$ cat config.mk
export PLATFORM = sky130hd
export DESIGN_NAME = adaptive_sound_level_agc_top_flat
export DESIGN_NICKNAME = d
export VERILOG_FILES = /design/src/asl_agc_pkg.sv /design/src/asl_agc_req_if.sv /design/src/asl_agc_rsp_if.sv /design/src/asl_agc_csr_if.sv /design/src/asl_agc_dp.sv /design/src/asl_agc_ctrl.sv /design/src/adaptive_sound_level_agc_top.sv /design/src/flat_wrapper.sv
export SDC_FILE = /design/constraint.sdc
export NUM_CORES = 2
export LEC_CHECK = 0
export ABC_AREA = 1
export BUFFER_PORTS_ARGS = -buffer_cell sky130_fd_sc_hd__buf_2
export CORE_ASPECT_RATIO = 0.75
export CORE_MARGIN = 3
export CORE_UTILIZATION = 40
export CTS_CLUSTER_SIZE = 8
export DETAILED_ROUTE_END_ITERATION = 12
export PLACE_DENSITY = 0.53
export SYNTH_ARGS = -nofsm -noshare
export SYNTH_HDL_FRONTEND = slang
export SYNTH_SLANG_ARGS = --single-unit
$ cat constraint.sdc
create_clock -name clock -period 10.7 [get_ports clock]
set_input_delay 2.14 -clock clock [delete_from_list [all_inputs] [get_ports clock]]
set_output_delay 2.14 -clock clock [all_outputs]
set_load 0.03 [all_outputs]
$ cat src/asl_agc_pkg.sv
`timescale 1ns / 1ps
// ----------------------------------------------------------------------------
// asl_agc_pkg
// Shared widths, register indexes and controller/datapath types for the
// sound level AGC block.
// ----------------------------------------------------------------------------
package asl_agc_pkg;

   localparam int SAMPLE_BITS = 12;
   localparam int SAMPLE_W    = SAMPLE_BITS;
   localparam int LEVEL_W     = SAMPLE_BITS + 8;        // Q12.8 levels
   localparam int RATE_W      = 16;                     // Q0.16 rates
   localparam int CNT_W       = 16;
   localparam int NORM_W      = RATE_W + 1;             // Q0.16 level, 0..1.0
   localparam int PROD_W      = LEVEL_W + RATE_W;
   localparam int DIV_STEPS   = RATE_W;
   localparam int DIV_CNT_W   = $clog2(DIV_STEPS);
   localparam int CSR_IDX_W   = 4;
   localparam int CSR_DATA_W  = LEVEL_W;

   localparam logic [SAMPLE_W-1:0] SAMPLE_MAX    = {SAMPLE_W{1'b1}};
   localparam logic [NORM_W-1:0]   ONE_Q16       = NORM_W'(1) << RATE_W;
   localparam logic [PROD_W-1:0]   ROUND_HALF    = PROD_W'(1) << (RATE_W - 1);
   localparam logic [LEVEL_W-1:0]  INIT_FLOOR    = '0;
   localparam logic [LEVEL_W-1:0]  INIT_ENVELOPE = LEVEL_W'(12800);

   // register indexes
   localparam logic [CSR_IDX_W-1:0] CSR_WINDOW_SAMPLES  = CSR_IDX_W'(0);
   localparam logic [CSR_IDX_W-1:0] CSR_NOISE_GATE      = CSR_IDX_W'(1);
   localparam logic [CSR_IDX_W-1:0] CSR_FLOOR_FALL_RATE = CSR_IDX_W'(2);
   localparam logic [CSR_IDX_W-1:0] CSR_FLOOR_RISE_RATE = CSR_IDX_W'(3);
   localparam logic [CSR_IDX_W-1:0] CSR_ATTACK_RATE     = CSR_IDX_W'(4);
   localparam logic [CSR_IDX_W-1:0] CSR_RELEASE_RATE    = CSR_IDX_W'(5);
   localparam logic [CSR_IDX_W-1:0] CSR_MIN_ENVELOPE    = CSR_IDX_W'(6);
   localparam logic [CSR_IDX_W-1:0] CSR_SMOOTHING_RATE  = CSR_IDX_W'(7);

   // register reset values
   localparam logic [CNT_W-1:0]   RST_WINDOW_SAMPLES  = CNT_W'(1024);
   localparam logic [LEVEL_W-1:0] RST_NOISE_GATE      = LEVEL_W'(2560);
   localparam logic [RATE_W-1:0]  RST_FLOOR_FALL_RATE = RATE_W'(6554);
   localparam logic [RATE_W-1:0]  RST_FLOOR_RISE_RATE = RATE_W'(66);
   localparam logic [RATE_W-1:0]  RST_ATTACK_RATE     = RATE_W'(19661);
   localparam logic [RATE_W-1:0]  RST_RELEASE_RATE    = RATE_W'(328);
   localparam logic [LEVEL_W-1:0] RST_MIN_ENVELOPE    = LEVEL_W'(12800);
   localparam logic [RATE_W-1:0]  RST_SMOOTHING_RATE  = RATE_W'(16384);

   // which tracker the shared multiplier serves
   typedef enum logic [1:0] {
      MUL_FLOOR = 2'd0,
      MUL_ENV   = 2'd1,
      MUL_LVL   = 2'd2
   } mul_sel_type;

   typedef struct packed {
      logic        track;      // sample transfer: update window min/max/count
      logic        mul_en;
      mul_sel_type mul_sel;
      logic        floor_upd;
      logic        sig_upd;
      logic        env_upd;
      logic        div_init;
      logic        div_step;
      logic        lvl_upd;
      logic        load_out;
   } dp_cmd_type;

   typedef struct packed {
      logic window_end;        // current sample closes the window
      logic div_sat;           // signal >= envelope, level saturates at 1.0
      logic div_last;          // final quotient bit this cycle
   } dp_status_type;

endpackage

$ cat src/asl_agc_req_if.sv
`timescale 1ns / 1ps
// ----------------------------------------------------------------------------
// asl_agc_req_if
// Sample input channel: valid/ready with one converter sample.
// ----------------------------------------------------------------------------
interface asl_agc_req_if;
   logic                               valid;
   logic                               ready;
   logic [asl_agc_pkg::SAMPLE_W-1:0]   sample;

   modport source (output valid, output sample, input ready);
   modport sink   (input valid, input sample, output ready);
endinterface

$ cat src/asl_agc_rsp_if.sv
`timescale 1ns / 1ps
// ----------------------------------------------------------------------------
// asl_agc_rsp_if
// Per-window result channel: valid/ready with the AGC measurements.
// ----------------------------------------------------------------------------
interface asl_agc_rsp_if;
   logic                               valid;
   logic                               ready;
   logic [asl_agc_pkg::SAMPLE_W-1:0]   peak_to_peak;
   logic [asl_agc_pkg::LEVEL_W-1:0]    noise_floor;
   logic [asl_agc_pkg::LEVEL_W-1:0]    envelope_max;
   logic [asl_agc_pkg::NORM_W-1:0]     level;

   modport source (output valid, output peak_to_peak, output noise_floor,
                   output envelope_max, output level, input ready);
   modport sink   (input valid, input peak_to_peak, input noise_floor,
                   input envelope_max, input level, output ready);
endinterface

$ cat src/asl_agc_csr_if.sv
`timescale 1ns / 1ps
// ----------------------------------------------------------------------------
// asl_agc_csr_if
// Register write channel: valid/ready with register index and write data.
// ----------------------------------------------------------------------------
interface asl_agc_csr_if;
   logic                                 valid;
   logic                                 ready;
   logic [asl_agc_pkg::CSR_IDX_W-1:0]    index;
   logic [asl_agc_pkg::CSR_DATA_W-1:0]   data;

   modport source (output valid, output index, output data, input ready);
   modport sink   (input valid, input index, input data, output ready);
endinterface

$ cat src/asl_agc_dp.sv
`timescale 1ns / 1ps
// ----------------------------------------------------------------------------
// asl_agc_dp
// Datapath: registers, window min/max tracking, shared rate multiplier,
// floor/envelope/level trackers, restoring divider and result register.
// ----------------------------------------------------------------------------
module asl_agc_dp (
   input  logic                                clock,
   input  logic                                reset,
   input  asl_agc_pkg::dp_cmd_type             cmd,
   output asl_agc_pkg::dp_status_type          status,
   input  logic [asl_agc_pkg::SAMPLE_W-1:0]    sample,
   input  logic                                csr_we,
   input  logic [asl_agc_pkg::CSR_IDX_W-1:0]   csr_index,
   input  logic [asl_agc_pkg::CSR_DATA_W-1:0]  csr_data,
   output logic [asl_agc_pkg::SAMPLE_W-1:0]    out_peak_to_peak,
   output logic [asl_agc_pkg::LEVEL_W-1:0]     out_noise_floor,
   output logic [asl_agc_pkg::LEVEL_W-1:0]     out_envelope_max,
   output logic [asl_agc_pkg::NORM_W-1:0]      out_level
);

   // configuration
   logic [asl_agc_pkg::CNT_W-1:0]   window_samples_ff;
   logic [asl_agc_pkg::LEVEL_W-1:0] noise_gate_ff;
   logic [asl_agc_pkg::RATE_W-1:0]  floor_fall_rate_ff;
   logic [asl_agc_pkg::RATE_W-1:0]  floor_rise_rate_ff;
   logic [asl_agc_pkg::RATE_W-1:0]  attack_rate_ff;
   logic [asl_agc_pkg::RATE_W-1:0]  release_rate_ff;
   logic [asl_agc_pkg::LEVEL_W-1:0] min_envelope_ff;
   logic [asl_agc_pkg::RATE_W-1:0]  smoothing_rate_ff;

   // window tracking
   logic [asl_agc_pkg::SAMPLE_W-1:0] win_min_ff, win_min_in;
   logic [asl_agc_pkg::SAMPLE_W-1:0] win_max_ff, win_max_in;
   logic [asl_agc_pkg::CNT_W-1:0]    win_cnt_ff, win_cnt_in;
   logic [asl_agc_pkg::SAMPLE_W-1:0] pp_ff;

   // tracker state
   logic [asl_agc_pkg::LEVEL_W-1:0]  floor_ff, floor_in;
   logic [asl_agc_pkg::LEVEL_W-1:0]  env_ff, env_in;
   logic [asl_agc_pkg::NORM_W-1:0]   level_ff, level_in;
   logic [asl_agc_pkg::LEVEL_W-1:0]  sig_ff, sig_in;

   // multiplier
   logic [asl_agc_pkg::LEVEL_W-1:0]  mul_a;
   logic [asl_agc_pkg::RATE_W-1:0]   mul_b;
   logic                             mul_sub;
   logic [asl_agc_pkg::PROD_W-1:0]   prod_ff, prod_in;
   logic                             sub_ff;
   logic [asl_agc_pkg::PROD_W-1:0]   prod_rnd;
   logic [asl_agc_pkg::LEVEL_W-1:0]  step;

   // divider
   logic [asl_agc_pkg::LEVEL_W-1:0]   rem_ff, rem_in;
   logic [asl_agc_pkg::NORM_W-1:0]    raw_ff, raw_in;
   logic [asl_agc_pkg::DIV_CNT_W-1:0] div_cnt_ff;
   logic [asl_agc_pkg::LEVEL_W:0]     rem_sh;
   logic [asl_agc_pkg::LEVEL_W:0]     rem_sub;
   logic                              quo_bit;

   // result register
   logic [asl_agc_pkg::SAMPLE_W-1:0] res_pp_ff;
   logic [asl_agc_pkg::LEVEL_W-1:0]  res_floor_ff;
   logic [asl_agc_pkg::LEVEL_W-1:0]  res_env_ff;
   logic [asl_agc_pkg::NORM_W-1:0]   res_level_ff;

   logic [asl_agc_pkg::LEVEL_W-1:0]  pp_q;
   logic [asl_agc_pkg::LEVEL_W:0]    gate_sum;
   logic [asl_agc_pkg::LEVEL_W:0]    sig_diff;
   logic [asl_agc_pkg::LEVEL_W-1:0]  env_step;
   logic [asl_agc_pkg::LEVEL_W-1:0]  env_floor;
   logic [asl_agc_pkg::LEVEL_W-1:0]  lvl_ext;
   logic [asl_agc_pkg::LEVEL_W-1:0]  lvl_step;
   logic [asl_agc_pkg::LEVEL_W-1:0]  raw_ext;

   logic [asl_agc_pkg::SAMPLE_W-1:0] samp_min, samp_max;
   logic [asl_agc_pkg::CNT_W-1:0]    cnt_inc;

   // ---------------- window min/max ----------------
   assign samp_min = (sample < win_min_ff) ? sample : win_min_ff;
   assign samp_max = (sample > win_max_ff) ? sample : win_max_ff;
   assign cnt_inc  = win_cnt_ff + asl_agc_pkg::CNT_W'(1);

   assign status.window_end = (cnt_inc == '0) || (cnt_inc >= window_samples_ff);

   always_comb begin
      win_min_in = win_min_ff;
      win_max_in = win_max_ff;
      win_cnt_in = win_cnt_ff;
      if (cmd.track) begin
         if (status.window_end) begin
            win_min_in = asl_agc_pkg::SAMPLE_MAX;
            win_max_in = '0;
            win_cnt_in = '0;
         end else begin
            win_min_in = samp_min;
            win_max_in = samp_max;
            win_cnt_in = cnt_inc;
         end
      end
   end

   // ---------------- shared rate multiplier ----------------
   assign pp_q    = {pp_ff, 8'b0};
   assign lvl_ext = asl_agc_pkg::LEVEL_W'(level_ff);
   assign raw_ext = asl_agc_pkg::LEVEL_W'(raw_ff);

   always_comb begin
      mul_a   = '0;
      mul_b   = '0;
      mul_sub = 1'b0;
      case (cmd.mul_sel)
         asl_agc_pkg::MUL_FLOOR: begin
            if (pp_q < floor_ff) begin
               mul_sub = 1'b1;
               mul_a   = floor_ff - pp_q;
               mul_b   = floor_fall_rate_ff;
            end else begin
               mul_a   = pp_q - floor_ff;
               mul_b   = floor_rise_rate_ff;
            end
         end
         asl_agc_pkg::MUL_ENV: begin
            if (sig_ff > env_ff) begin
               mul_a   = sig_ff - env_ff;
               mul_b   = attack_rate_ff;
            end else begin
               mul_sub = 1'b1;
               mul_a   = env_ff - sig_ff;
               mul_b   = release_rate_ff;
            end
         end
         asl_agc_pkg::MUL_LVL: begin
            if (raw_ext >= lvl_ext) begin
               mul_a   = raw_ext - lvl_ext;
               mul_b   = smoothing_rate_ff;
            end else begin
               mul_sub = 1'b1;
               mul_a   = lvl_ext - raw_ext;
               mul_b   = smoothing_rate_ff;
            end
         end
         default: begin
            mul_a   = '0;
            mul_b   = '0;
            mul_sub = 1'b0;
         end
      endcase
   end

   assign prod_in  = mul_a * mul_b;
   // round half up, magnitude never exceeds the difference
   assign prod_rnd = prod_ff + asl_agc_pkg::ROUND_HALF;
   assign step     = prod_rnd[asl_agc_pkg::PROD_W-1:asl_agc_pkg::RATE_W];

   // ---------------- trackers ----------------
   assign floor_in = sub_ff ? (floor_ff - step) : (floor_ff + step);

   assign gate_sum = {1'b0, floor_ff} + {1'b0, noise_gate_ff};
   assign sig_diff = {1'b0, pp_q} - gate_sum;
   assign sig_in   = ({1'b0, pp_q} > gate_sum) ?
                     sig_diff[asl_agc_pkg::LEVEL_W-1:0] : '0;

   assign env_step  = sub_ff ? (env_ff - step) : (env_ff + step);
   assign env_floor = (min_envelope_ff == '0) ? asl_agc_pkg::LEVEL_W'(1) : min_envelope_ff;
   assign env_in    = (env_step < env_floor) ? env_floor : env_step;

   assign lvl_step = sub_ff ? (lvl_ext - step) : (lvl_ext + step);
   assign level_in = (lvl_step > asl_agc_pkg::LEVEL_W'(asl_agc_pkg::ONE_Q16)) ?
                     asl_agc_pkg::ONE_Q16 : lvl_step[asl_agc_pkg::NORM_W-1:0];

   // ---------------- restoring divider: (sig << 16) / env ----------------
   assign status.div_sat  = (sig_ff >= env_ff);
   assign status.div_last = (div_cnt_ff == asl_agc_pkg::DIV_CNT_W'(asl_agc_pkg::DIV_STEPS - 1));

   assign rem_sh  = {rem_ff, 1'b0};
   assign rem_sub = rem_sh - {1'b0, env_ff};
   assign quo_bit = (rem_sh >= {1'b0, env_ff});

   always_comb begin
      rem_in = rem_ff;
      raw_in = raw_ff;
      if (cmd.div_init) begin
         rem_in = sig_ff;
         raw_in = status.div_sat ? asl_agc_pkg::ONE_Q16 : '0;
      end else if (cmd.div_step) begin
         rem_in = quo_bit ? rem_sub[asl_agc_pkg::LEVEL_W-1:0]
                          : rem_sh[asl_agc_pkg::LEVEL_W-1:0];
         raw_in = {1'b0, raw_ff[asl_agc_pkg::RATE_W-2:0], quo_bit};
      end
   end

   assign out_peak_to_peak = res_pp_ff;
   assign out_noise_floor  = res_floor_ff;
   assign out_envelope_max = res_env_ff;
   assign out_level        = res_level_ff;

   // ---------------- registers ----------------
   always_ff @(posedge clock) begin
      if (reset) begin
         window_samples_ff  <= asl_agc_pkg::RST_WINDOW_SAMPLES;
         noise_gate_ff      <= asl_agc_pkg::RST_NOISE_GATE;
         floor_fall_rate_ff <= asl_agc_pkg::RST_FLOOR_FALL_RATE;
         floor_rise_rate_ff <= asl_agc_pkg::RST_FLOOR_RISE_RATE;
         attack_rate_ff     <= asl_agc_pkg::RST_ATTACK_RATE;
         release_rate_ff    <= asl_agc_pkg::RST_RELEASE_RATE;
         min_envelope_ff    <= asl_agc_pkg::RST_MIN_ENVELOPE;
         smoothing_rate_ff  <= asl_agc_pkg::RST_SMOOTHING_RATE;
      end else if (csr_we) begin
         case (csr_index)
            asl_agc_pkg::CSR_WINDOW_SAMPLES:
               window_samples_ff <= csr_data[asl_agc_pkg::CNT_W-1:0];
            asl_agc_pkg::CSR_NOISE_GATE:      noise_gate_ff <= csr_data;
            asl_agc_pkg::CSR_FLOOR_FALL_RATE:
               floor_fall_rate_ff <= csr_data[asl_agc_pkg::RATE_W-1:0];
            asl_agc_pkg::CSR_FLOOR_RISE_RATE:
               floor_rise_rate_ff <= csr_data[asl_agc_pkg::RATE_W-1:0];
            asl_agc_pkg::CSR_ATTACK_RATE:
               attack_rate_ff <= csr_data[asl_agc_pkg::RATE_W-1:0];
            asl_agc_pkg::CSR_RELEASE_RATE:
               release_rate_ff <= csr_data[asl_agc_pkg::RATE_W-1:0];
            asl_agc_pkg::CSR_MIN_ENVELOPE:    min_envelope_ff <= csr_data;
            asl_agc_pkg::CSR_SMOOTHING_RATE:
               smoothing_rate_ff <= csr_data[asl_agc_pkg::RATE_W-1:0];
            default: ;   // unknown index: write dropped
         endcase
      end
   end

   always_ff @(posedge clock) begin
      if (reset) begin
         win_min_ff <= asl_agc_pkg::SAMPLE_MAX;
         win_max_ff <= '0;
         win_cnt_ff <= '0;
         floor_ff   <= asl_agc_pkg::INIT_FLOOR;
         env_ff     <= asl_agc_pkg::INIT_ENVELOPE;
         level_ff   <= '0;
      end else begin
         win_min_ff <= win_min_in;
         win_max_ff <= win_max_in;
         win_cnt_ff <= win_cnt_in;
         if (cmd.floor_upd) floor_ff <= floor_in;
         if (cmd.env_upd)   env_ff   <= env_in;
         if (cmd.lvl_upd)   level_ff <= level_in;
      end
   end

   always_ff @(posedge clock) begin
      if (cmd.track && status.window_end) pp_ff <= samp_max - samp_min;
      if (cmd.mul_en) begin
         prod_ff <= prod_in;
         sub_ff  <= mul_sub;
      end
      if (cmd.sig_upd) sig_ff <= sig_in;
      rem_ff <= rem_in;
      raw_ff <= raw_in;
      if (cmd.div_init)      div_cnt_ff <= '0;
      else if (cmd.div_step) div_cnt_ff <= div_cnt_ff + asl_agc_pkg::DIV_CNT_W'(1);
      if (cmd.load_out) begin
         res_pp_ff    <= pp_ff;
         res_floor_ff <= floor_ff;
         res_env_ff   <= env_ff;
         res_level_ff <= level_ff;
      end
   end

   // ---------------- checks ----------------
   a_level_range: assert property (@(posedge clock) disable iff (reset)
      level_ff <= asl_agc_pkg::ONE_Q16)
      else $error("smoothed level above 1.0");

   a_env_nonzero: assert property (@(posedge clock) disable iff (reset)
      env_ff != '0)
      else $error("envelope reached zero");

   a_div_rem: assert property (@(posedge clock) disable iff (reset)
      cmd.div_step |-> (rem_ff < env_ff))
      else $error("divider remainder not below divisor");

endmodule

$ cat src/asl_agc_ctrl.sv
`timescale 1ns / 1ps
// ----------------------------------------------------------------------------
// asl_agc_ctrl
// Sequencer: takes samples, then walks the per-window update through the
// shared multiplier and divider, and owns the result valid flag.
// ----------------------------------------------------------------------------
module asl_agc_ctrl (
   input  logic                          clock,
   input  logic                          reset,
   input  logic                          req_valid,
   output logic                          req_ready,
   output logic                          rsp_valid,
   input  logic                          rsp_ready,
   output asl_agc_pkg::dp_cmd_type       cmd,
   input  asl_agc_pkg::dp_status_type    status
);

   typedef enum logic [10:0] {
      S_COLLECT   = 11'b000_0000_0001,
      S_FLOOR_MUL = 11'b000_0000_0010,
      S_FLOOR_UPD = 11'b000_0000_0100,
      S_SIG       = 11'b000_0000_1000,
      S_ENV_MUL   = 11'b000_0001_0000,
      S_ENV_UPD   = 11'b000_0010_0000,
      S_DIV_INIT  = 11'b000_0100_0000,
      S_DIV       = 11'b000_1000_0000,
      S_LVL_MUL   = 11'b001_0000_0000,
      S_LVL_UPD   = 11'b010_0000_0000,
      S_OUT       = 11'b100_0000_0000
   } state_type;

   state_type state_ff, state_in;
   logic      rsp_valid_ff, rsp_valid_in;
   logic      out_free;

   assign out_free  = !rsp_valid_ff || rsp_ready;
   assign req_ready = (state_ff == S_COLLECT);
   assign rsp_valid = rsp_valid_ff;

   always_comb begin
      state_in = state_ff;
      cmd      = '0;
      case (state_ff)
         S_COLLECT: begin
            cmd.track = req_valid;
            if (req_valid && status.window_end) state_in = S_FLOOR_MUL;
         end
         S_FLOOR_MUL: begin
            cmd.mul_en  = 1'b1;
            cmd.mul_sel = asl_agc_pkg::MUL_FLOOR;
            state_in    = S_FLOOR_UPD;
         end
         S_FLOOR_UPD: begin
            cmd.floor_upd = 1'b1;
            state_in      = S_SIG;
         end
         S_SIG: begin
            cmd.sig_upd = 1'b1;
            state_in    = S_ENV_MUL;
         end
         S_ENV_MUL: begin
            cmd.mul_en  = 1'b1;
            cmd.mul_sel = asl_agc_pkg::MUL_ENV;
            state_in    = S_ENV_UPD;
         end
         S_ENV_UPD: begin
            cmd.env_upd = 1'b1;
            state_in    = S_DIV_INIT;
         end
         S_DIV_INIT: begin
            cmd.div_init = 1'b1;
            state_in     = status.div_sat ? S_LVL_MUL : S_DIV;
         end
         S_DIV: begin
            cmd.div_step = 1'b1;
            if (status.div_last) state_in = S_LVL_MUL;
         end
         S_LVL_MUL: begin
            cmd.mul_en  = 1'b1;
            cmd.mul_sel = asl_agc_pkg::MUL_LVL;
            state_in    = S_LVL_UPD;
         end
         S_LVL_UPD: begin
            cmd.lvl_upd = 1'b1;
            state_in    = S_OUT;
         end
         S_OUT: begin
            if (out_free) begin
               cmd.load_out = 1'b1;
               state_in     = S_COLLECT;
            end
         end
         default: state_in = S_COLLECT;
      endcase
   end

   always_comb begin
      if (cmd.load_out)     rsp_valid_in = 1'b1;
      else if (rsp_ready)   rsp_valid_in = 1'b0;
      else                  rsp_valid_in = rsp_valid_ff;
   end

   always_ff @(posedge clock) begin
      if (reset) begin
         state_ff     <= S_COLLECT;
         rsp_valid_ff <= 1'b0;
      end else begin
         state_ff     <= state_in;
         rsp_valid_ff <= rsp_valid_in;
      end
   end

   // ---------------- checks ----------------
   a_block_after_end: assert property (@(posedge clock) disable iff (reset)
      (req_valid && req_ready && status.window_end) |=> !req_ready)
      else $error("sample taken while window update pending");

   a_rsp_from_out: assert property (@(posedge clock) disable iff (reset)
      $rose(rsp_valid) |-> $past(state_ff == S_OUT))
      else $error("result raised outside the output step");

   a_div_exit: assert property (@(posedge clock) disable iff (reset)
      (state_ff == S_DIV && status.div_last) |=> (state_ff == S_LVL_MUL))
      else $error("divider did not hand over to level update");

endmodule

$ cat src/adaptive_sound_level_agc_top.sv
`timescale 1ns / 1ps
// ----------------------------------------------------------------------------
// adaptive_sound_level_agc_top
// Peak-to-peak sound level meter with noise floor tracking and envelope AGC.
// ----------------------------------------------------------------------------
// Usage:
//   req: one unsigned converter sample per transfer. While a window is being
//        collected the block takes one sample every cycle.
//   rsp: one result per finished window: peak-to-peak in counts, noise floor and
//        envelope (Q12.8) and the smoothed level (Q0.16, 65536 = 1.0).
//   csr: register writes, always ready; write only while the block is idle.
// Update: after the transfer of the sample that closes a window,
//   req.ready stays low while the update runs through the shared multiplier
//   and a 16-step restoring divider (one quotient bit per cycle), which is
//   skipped when the level saturates at 1.0. rsp.valid is registered and
//   rises once the output step has loaded the result register.
// Stalls: the result sits in an output register; if it is still untaken
//   when the next window finishes, the sequencer holds in its output step
//   and sample input stays blocked until rsp.ready frees the register.
// Reset (synchronous): registers to defaults, window cleared, floor 0,
//   envelope 50.0 counts, level 0, no result pending.
// ----------------------------------------------------------------------------
module adaptive_sound_level_agc_top (
   input  logic           clock,
   input  logic           reset,
   asl_agc_req_if.sink    req,
   asl_agc_rsp_if.source  rsp,
   asl_agc_csr_if.sink    csr
);

   asl_agc_pkg::dp_cmd_type    cmd;
   asl_agc_pkg::dp_status_type status;
   logic                       req_ready;
   logic                       rsp_valid;

   assign req.ready = req_ready;
   assign rsp.valid = rsp_valid;
   assign csr.ready = 1'b1;

   asl_agc_ctrl u_ctrl (
      .clock     (clock),
      .reset     (reset),
      .req_valid (req.valid),
      .req_ready (req_ready),
      .rsp_valid (rsp_valid),
      .rsp_ready (rsp.ready),
      .cmd       (cmd),
      .status    (status)
   );

   asl_agc_dp u_dp (
      .clock            (clock),
      .reset            (reset),
      .cmd              (cmd),
      .status           (status),
      .sample           (req.sample),
      .csr_we           (csr.valid),
      .csr_index        (csr.index),
      .csr_data         (csr.data),
      .out_peak_to_peak (rsp.peak_to_peak),
      .out_noise_floor  (rsp.noise_floor),
      .out_envelope_max (rsp.envelope_max),
      .out_level        (rsp.level)
   );

endmodule
$ cat src/flat_wrapper.sv
// flat-port wrapper written by rule: the top's interface ports become plain ports
module adaptive_sound_level_agc_top_flat 
  (clock, reset, req_valid, req_sample, req_ready, rsp_valid, rsp_peak_to_peak, rsp_noise_floor, rsp_envelope_max, rsp_level, rsp_ready, csr_valid, csr_index, csr_data, csr_ready);
  asl_agc_req_if req_i ();
  asl_agc_rsp_if rsp_i ();
  asl_agc_csr_if csr_i ();
  input  logic clock;
  input  logic reset;
  input wire logic [$bits(req_i.valid)-1:0] req_valid;
  input wire logic [$bits(req_i.sample)-1:0] req_sample;
  output wire logic [$bits(req_i.ready)-1:0] req_ready;
  output wire logic [$bits(rsp_i.valid)-1:0] rsp_valid;
  output wire logic [$bits(rsp_i.peak_to_peak)-1:0] rsp_peak_to_peak;
  output wire logic [$bits(rsp_i.noise_floor)-1:0] rsp_noise_floor;
  output wire logic [$bits(rsp_i.envelope_max)-1:0] rsp_envelope_max;
  output wire logic [$bits(rsp_i.level)-1:0] rsp_level;
  input wire logic [$bits(rsp_i.ready)-1:0] rsp_ready;
  input wire logic [$bits(csr_i.valid)-1:0] csr_valid;
  input wire logic [$bits(csr_i.index)-1:0] csr_index;
  input wire logic [$bits(csr_i.data)-1:0] csr_data;
  output wire logic [$bits(csr_i.ready)-1:0] csr_ready;
  assign req_i.valid = req_valid;
  assign req_i.sample = req_sample;
  assign req_ready = req_i.ready;
  assign rsp_valid = rsp_i.valid;
  assign rsp_peak_to_peak = rsp_i.peak_to_peak;
  assign rsp_noise_floor = rsp_i.noise_floor;
  assign rsp_envelope_max = rsp_i.envelope_max;
  assign rsp_level = rsp_i.level;
  assign rsp_i.ready = rsp_ready;
  assign csr_i.valid = csr_valid;
  assign csr_i.index = csr_index;
  assign csr_i.data = csr_data;
  assign csr_ready = csr_i.ready;
  adaptive_sound_level_agc_top u_core (.clock(clock), .reset(reset), .req(req_i), .rsp(rsp_i), .csr(csr_i));
endmodule
# --- Word-level counts from Yosys, hierarchy flattened ---
# Cells that the tools add are included.
word_totals:
  output_inout_bits: 72
  reg_bits: 424
  inputBits: 41
op_classes:
  add_sub_neg: 19
  multipliers: 1
  mux: 45
  eq_ne: 24
  magnitude_cmp: 11
  n_reduce_logical: 20
ops:
  columns: ["cell", "n"]
  rows:
  - ["20-bit 2-to-1 mux", 11]
  - ["20-bit subtractor", 8]
  - ["11-bit case mux with 11 select lines", 1]
  - ["17-bit 2-to-1 mux", 4]
  - ["20-bit case mux with 3 select lines", 1]
  - ["12-bit 2-to-1 mux", 4]
  - ["16-bit 2-to-1 mux", 3]
  - ["16-bit case mux with 3 select lines", 1]
  - ["20-bit adder", 2]
  - ["20-bit less-than comparator", 2]
  - ["36-bit by 16-bit adder with 36-bit output (second input constant)", 1]
  - ["20-bit by 16-bit multiplier with 36-bit output", 1]
  - ["17-bit by 17-bit subtractor with 18-bit output", 2]
  - ["11-bit 2-to-1 mux", 3]
  - ["20-bit by 20-bit adder with 21-bit output", 1]
  - ["21-bit by 20-bit greater-or-equal comparator with 1-bit output", 1]
  - ["20-bit by 21-bit greater-than comparator with 1-bit output", 1]
  - ["17-bit by 20-bit adder with 20-bit output", 1]
  - ["20-bit greater-or-equal comparator", 1]
  - ["20-bit by 17-bit greater-than comparator with 1-bit output (second input constant)", 1]
  - ["20-bit greater-than comparator", 1]
  - ["20-bit zero test", 1]
  - ["17-bit by 20-bit subtractor with 20-bit output", 1]
  - ["17-bit greater-or-equal comparator", 1]
  - ["other kinds (38)", 66]

# --- Longest topological paths before layout ---
logic_depth:
  ltp_word: 6
  mapped_depth: 44
  mapped_depth_nobuf: 44

# --- Modules after synthesis ---
# A second synthesis with hierarchy kept.
hier_totals:
  hier_cells: 5222
  area_unflattened_um2: 39182.6
modules_own_cells:
  columns: ["mod", "seq_area_each_um2", "cells_per_inst", "instances", "area_each_um2"]
  rows:
  - ["asl_agc_dp", 9549.2, 5107, 1, 38435.6]
  - ["asl_agc_ctrl", 240.2, 113, 1, 735.7]
  - ["adaptive_sound_level_agc_top", 0.0, 2, 1, 11.3]

# --- Least setup slack after synthesis ---
# Ideal clock, no wire load.
synth_timing:
  path_type: "flip-flop to flip-flop"
  startpoint: "register u_core.u_dp.env_ff[1] in the netlist's numbering"
  endpoint: "register u_core.u_dp.prod_ff[35] in the netlist's numbering, data pin"
  synth_period_minus_slack_ps: 7528
  t_required_ps: 10448
  setup_time_ps: 252
  n_path_buf: 1
  path_stages_with_launch: 37
  slack_ps: 3172
  arrival_time_ps: 7276
  path_cell_list: "dfxtp_1 -> inv_1 -> fa_1 -> inv_1 -> o21ai_1 -> nand3_1 -> nand3_2 -> nand2_4 -> inv_4 -> nand2_1 -> o21ai_1 -> nand2_1 -> or3b_1 -> and2_4 -> o21bai_4 -> buf_4 -> nand2_1 -> fa_1 -> inv_1 -> fa_1 -> fa_1 -> fa_1 -> fa_1 -> inv_1 -> fa_1 -> inv_1 -> ha_1 -> a21oi_1 -> inv_1 -> a31oi_1 -> o21ai_0 -> nand3_1 -> o311ai_0 -> a21oi_1 -> nand2_1 -> nand2_1 -> nand2_1"
synth_via:
  elab_chain_cells: 4
  word_cells_on_any_way: 8
  classes_between: "add/sub: 2; mul: 1; order compare: 1; mux: 4"
synth_lines:
  columns: ["item", "line", "rtl"]
  rows:
  - ["from (decl)", "asl_agc_dp.sv:40", "logic [asl_agc_pkg::LEVEL_W-1:0] env_ff, env_in;"]
  - ["from (signal assigned)", "asl_agc_dp.sv:236", "env_ff <= asl_agc_pkg::INIT_ENVELOPE;"]
  - ["from (signal assigned)", "asl_agc_dp.sv:243", "if (cmd.env_upd) env_ff <= env_in;"]
  - ["20-bit subtractor, or another cell as far along", "asl_agc_dp.sv:129", "mul_a = env_ff - sig_ff;"]
  - ["20-bit 2-to-1 mux or 16-bit 2-to-1 mux (tied branches)", "asl_agc_dp.sv:124", "if (sig_ff > env_ff) begin"]
  - ["20-bit case mux with 3 select lines or 16-bit case mux with 3 select lines (tied branches)", "asl_agc_dp.sv:112", "case (cmd.mul_sel)"]
  - ["20-bit by 16-bit multiplier with 36-bit output (*)", "asl_agc_dp.sv:151", "assign prod_in = mul_a * mul_b;"]
  - ["via u_core.u_dp.prod_in, one bit", "asl_agc_dp.sv:48", "logic [asl_agc_pkg::PROD_W-1:0] prod_ff, prod_in;"]
  - ["to (signal assigned)", "asl_agc_dp.sv:251", "prod_ff <= prod_in;"]
  - ["to (decl)", "asl_agc_dp.sv:48", null]
# Mark *: on every way through the listed nets, which the timed path passes. The rest lies on a longest branch.
# A chain may end at the register's enable or synchronous reset.

# --- Final worst setup path ---
layout_timing:
  startpoint: "register u_core.u_dp.pp_ff[4] in the netlist's numbering"
  endpoint: "register u_core.u_dp.prod_ff[24] in the netlist's numbering, data pin"
layout_via:
  elab_chain_cells: 4
  word_cells_on_any_way: 8
  classes_between: "add/sub: 2; mul: 1; order compare: 1; mux: 4"
layout_lines:
  columns: ["item", "line", "rtl"]
  rows:
  - ["from (decl)", "asl_agc_dp.sv:36", "logic [asl_agc_pkg::SAMPLE_W-1:0] pp_ff;"]
  - ["from (signal assigned)", "asl_agc_dp.sv:249", "if (cmd.track && status.window_end) pp_ff <= samp_max - samp_min;"]
  - ["20-bit subtractor, or another cell as far along", "asl_agc_dp.sv:119", "mul_a = pp_q - floor_ff;"]
  - ["20-bit 2-to-1 mux or 16-bit 2-to-1 mux (tied branches)", "asl_agc_dp.sv:114", "if (pp_q < floor_ff) begin"]
  - ["20-bit case mux with 3 select lines or 16-bit case mux with 3 select lines (tied branches)", "asl_agc_dp.sv:112", null]
  - ["20-bit by 16-bit multiplier with 36-bit output (*)", "asl_agc_dp.sv:151", null]
  - ["via u_core.u_dp.prod_in, one bit", "asl_agc_dp.sv:48", null]
# Marked as above.

==> results.py <==
metrics = {
    "run_status": {
        "outcome": "complete, no violations",
    },
    "critical_path": {
        "crit_buf_inv": 8,
        "slowest_stage": "o21ai_0",
        "crit_fanout": 49,
        "crit_top_cell": "nand2_1",
        "start_kind": "flop",
        "slowest_delay_ns": 0.79,
        "cp.arrival_ns": 10.35,
        "crit_required_ns": 11.14,
        "endpoint_kind": "flop",
        "critical_path_class": "reg -> reg",
        "crit_family": "adder cells",
    },
    "timing": {
        "finalCritPeriodShare_pct": 92.6,
        "worst-slew-pin-transition_ns": 1.20,
        "clock.fmax_mhz": 101,
        "slew_violations": 0,
        "fin_crit_ns": 9.91,
        "final_hold_viol_count": 0,
        "finalSetupViolations": 0,
        "fin_tns_setup_ns": 0,
        "fin_skew_ns": 0.0399,
        "rsz0062_at_grt": "no",
        "relSlewSlack_pct": 19.2,
    },
    "detailed_routing": {
        "drt_pre_antenna_iters": 6,
        "wl_um": 139000,
        "drt_iter0_drc": 3372,
        "viasPerCell": 5.24,
        "vias": 35382,
        "antenna_left": 0,
        "drc": 0,
        "wire_per_inst_um": 20.5,
    },
    "placed_design": {
        "hpwl_um": 109000,
        "gp_congestion": 0.974,
        "port_buffers": 111,
    },
    "floorplanning": {
        "fp.dieW_um": 370,
        "num_rows": 99,
        "ioPinCount": 113,
        "initial_utilization_pct": 40.6,
        "die-height_um": 279,
        "coreArea_um2": 97900,
        "dieArea_um2": 103000,
    },
    "worst_hold_path": {
        "worstHoldPathType": "reg -> reg",
    },
    "finish": {
        "drive_gt1_share_pct": 6.86,
        "fin_util_pct": 44.3,
        "nNetsFinal": 6079,
        "areaGrowthSynthToFinish_pct": 9.27,
        "nFillCells": 10048,
    },
    "synthesis": {
        "syn_nets": 6015,
        "ys_types": 82,
        "synth.avg_cell_area_um2": 7.45,
        "ys.flop_type": "dfxtp_1",
        "synth-edff-count": 160,
        "synthesis.area_um2": 39700,
        "synth_cells": 5331,
        "synth-seq-area-share_pct": 24.7,
        "ys_ff_latch": 409,
        "synth-warning-count": 0,
        "async_reset_ff_share_pct": 0,
    },
    "grt": {
        "antenna_found_initial": 11,
        "grt_pass1_vias": 33468,
        "grt_max_degree": 112,
        "grt_pass1_wl_um": 211000,
        "gr-usage-all-layers_pct": 26.6,
        "overflow": 0,
    },
    "clock_tree": {
        "cts_resized": 0,
        "holdBufCountCts": 0,
        "cts_buffers": 58,
        "cts_tree": "done",
        "insertion_delay_ns": 0.64,
        "ctsRootBufferMaster": "clkbuf_16",
        "clk_path_buf_depth": 3,
        "cts_sinks": 409,
        "cts_setup_buffers": 0,
        "h-tree-depth": 2,
        "clk_pin_slew_ns": 0.06,
    },
    "pwr": {
        "leakage_nw": 21.5,
        "vdd_drop_max_mv": 0.143,
        "p_per_area_nw_per_um2": 148,
        "power_mw": 6.43,
    },
    "flow_run": {
        "max_cap_violations": 0,
    },
}
## layer usage
metal	track usage [%]	part of all wire (%)	vias to the layer above
met5	0	0.040	-
met4	5.15	1.8	8
met3	6.00	9.4	127
met2	36.6	39	1299
met1	41.9	50	16697
li1	-	-	17251
## final cells by class
class	count	area [um2]	area share (%)
multi-input cells	3790	25600	58.9
flip-flops and latches	409	9790	22.6
inverters	960	3610	8.32
clock buffers	98	1720	3.96
well taps	1313	1640	3.79
repair buffers	176	1050	2.41
clock inverters	1	5.00	0.0115
diodes	1	2.50	0.00577
## where the power goes
part / total (mW) / switching (mW) / internal [mW]
Combinational: 2.80 / 1.87 / 0.930
Sequential: 1.84 / 0.0459 / 1.79
Clock: 1.79 / 0.720 / 1.07
## cell usage after synthesis (9+ instances only)
| cell type | count | area share, % |
|---|---|---|
| a21oi_2 | 10 | 0.22 |
| nor2_2 | 10 | 0.16 |
| o21ai_1 | 15 | 0.19 |
| inv_1 | 940 | 8.9 |
| xor2_1 | 107 | 2.4 |
| buf_4 | 13 | 0.25 |
| or2_2 | 10 | 0.16 |
| nand4_1 | 35 | 0.55 |
| fa_1 | 260 | 13 |
| nor3_1 | 40 | 0.50 |
| nand2_1 | 1113 | 11 |
| a21boi_0 | 10 | 0.19 |
| dfxtp_1 | 249 | 13 |
| o221ai_1 | 9 | 0.20 |
| nor4_1 | 17 | 0.27 |
| nand3_2 | 19 | 0.48 |
| buf_2 | 50 | 0.63 |
| nor2_1 | 438 | 4.1 |
| a21o_1 | 22 | 0.42 |
| o21a_1 | 13 | 0.25 |
| o211ai_1 | 51 | 0.96 |
| ha_1 | 383 | 12 |
| a31oi_1 | 18 | 0.28 |
| o221ai_2 | 10 | 0.38 |
| nand3_1 | 161 | 2.0 |
| xnor2_1 | 61 | 1.3 |
| inv_2 | 15 | 0.14 |
| a21oi_1 | 463 | 5.8 |
| clkbuf_1 | 96 | 0.91 |
| o21ai_0 | 388 | 4.9 |
| edfxtp_1 | 160 | 12 |
| nand2_2 | 18 | 0.28 |
## worst min-delay path: stages, from the launching register on
cell     delay [ns]
dfxtp_1        0.32
nand2_1        0.05
nand3_1        0.05
## metrics by stage
step / worst slack (ns) / std cells / cell area [um2] / hold WS, ns
final: 0.793 / 6748 / 43400 / 0.447
after global routing: 0.345 / 6747 / 43400 / 0.473
after CTS: 1.07 / 6747 / 43400 / 0.451
after detailed placement: 1.07 / 6648 / 41700 / 0.438
after global placement: 1.06 / 6648 / 41700 / 0.432
after floorplan: 3.17 / 5331 / 39700 / 0.424
## worst paths after layout
check                               startpoint                           endpoint  slack, ns  cells past startpoint
max                       u_core.u_dp.pp_ff[4]            u_core.u_dp.prod_ff[24]       0.79                     33
min          u_core.u_dp.floor_fall_rate_ff[8]  u_core.u_dp.floor_fall_rate_ff[8]       0.45                      2
max reg2reg               u_core.u_dp.pp_ff[4]            u_core.u_dp.prod_ff[24]       0.79                     33
min reg2reg  u_core.u_dp.floor_fall_rate_ff[8]  u_core.u_dp.floor_fall_rate_ff[8]       0.45                      2
## flip-flops by register name (all words and copies together), names as in the netlist, 12 cells and up
name and count:
u_core.u_dp.attack_rate_ff 16, u_core.u_dp.env_ff 20, u_core.u_dp.floor_fall_rate_ff 16, u_core.u_dp.floor_ff 20, u_core.u_dp.floor_rise_rate_ff 16, u_core.u_dp.level_ff 17
u_core.u_dp.min_envelope_ff 20, u_core.u_dp.noise_gate_ff 20, u_core.u_dp.out_envelope_max 20, u_core.u_dp.out_level 17, u_core.u_dp.out_noise_floor 20, u_core.u_dp.out_peak_to_peak 12
u_core.u_dp.pp_ff 12, u_core.u_dp.prod_ff 21, u_core.u_dp.raw_ff 17, u_core.u_dp.release_rate_ff 16, u_core.u_dp.rem_ff 20, u_core.u_dp.sig_ff 20
u_core.u_dp.smoothing_rate_ff 16, u_core.u_dp.win_cnt_ff 16, u_core.u_dp.win_max_ff 12, u_core.u_dp.win_min_ff 12, u_core.u_dp.window_samples_ff 16
## cell usage in the layout, fill, tap and decap left out, drive strengths merged, types with 22 or more instances in the layout
cell,n
nand2,1133
inv,956
a21oi,473
nor2,453
o21ai,405
ha,383
fa,260
dfxtp,249
nand3,181
buf,176
edfxtp,160
xor2,108
clkbuf,98
xnor2,61
o211ai,54
nor3,42
nand4,37
a21o,22
## cells by family (layout without fill, tap and decap cells)
group	after synthesis	after routing	synth area share [%]
mux	5	5	0.129
simple gates	1905	1905	20.1
fa+ha+maj	643	643	25.2
buf+inv	1132	1235	11.1
other cells	1	2	0.00944
flops	409	409	24.7
compound gates	1067	1067	15.1
xor+xnor	169	169	3.75
No activity file was read; power rests on OpenSTA's default activity.
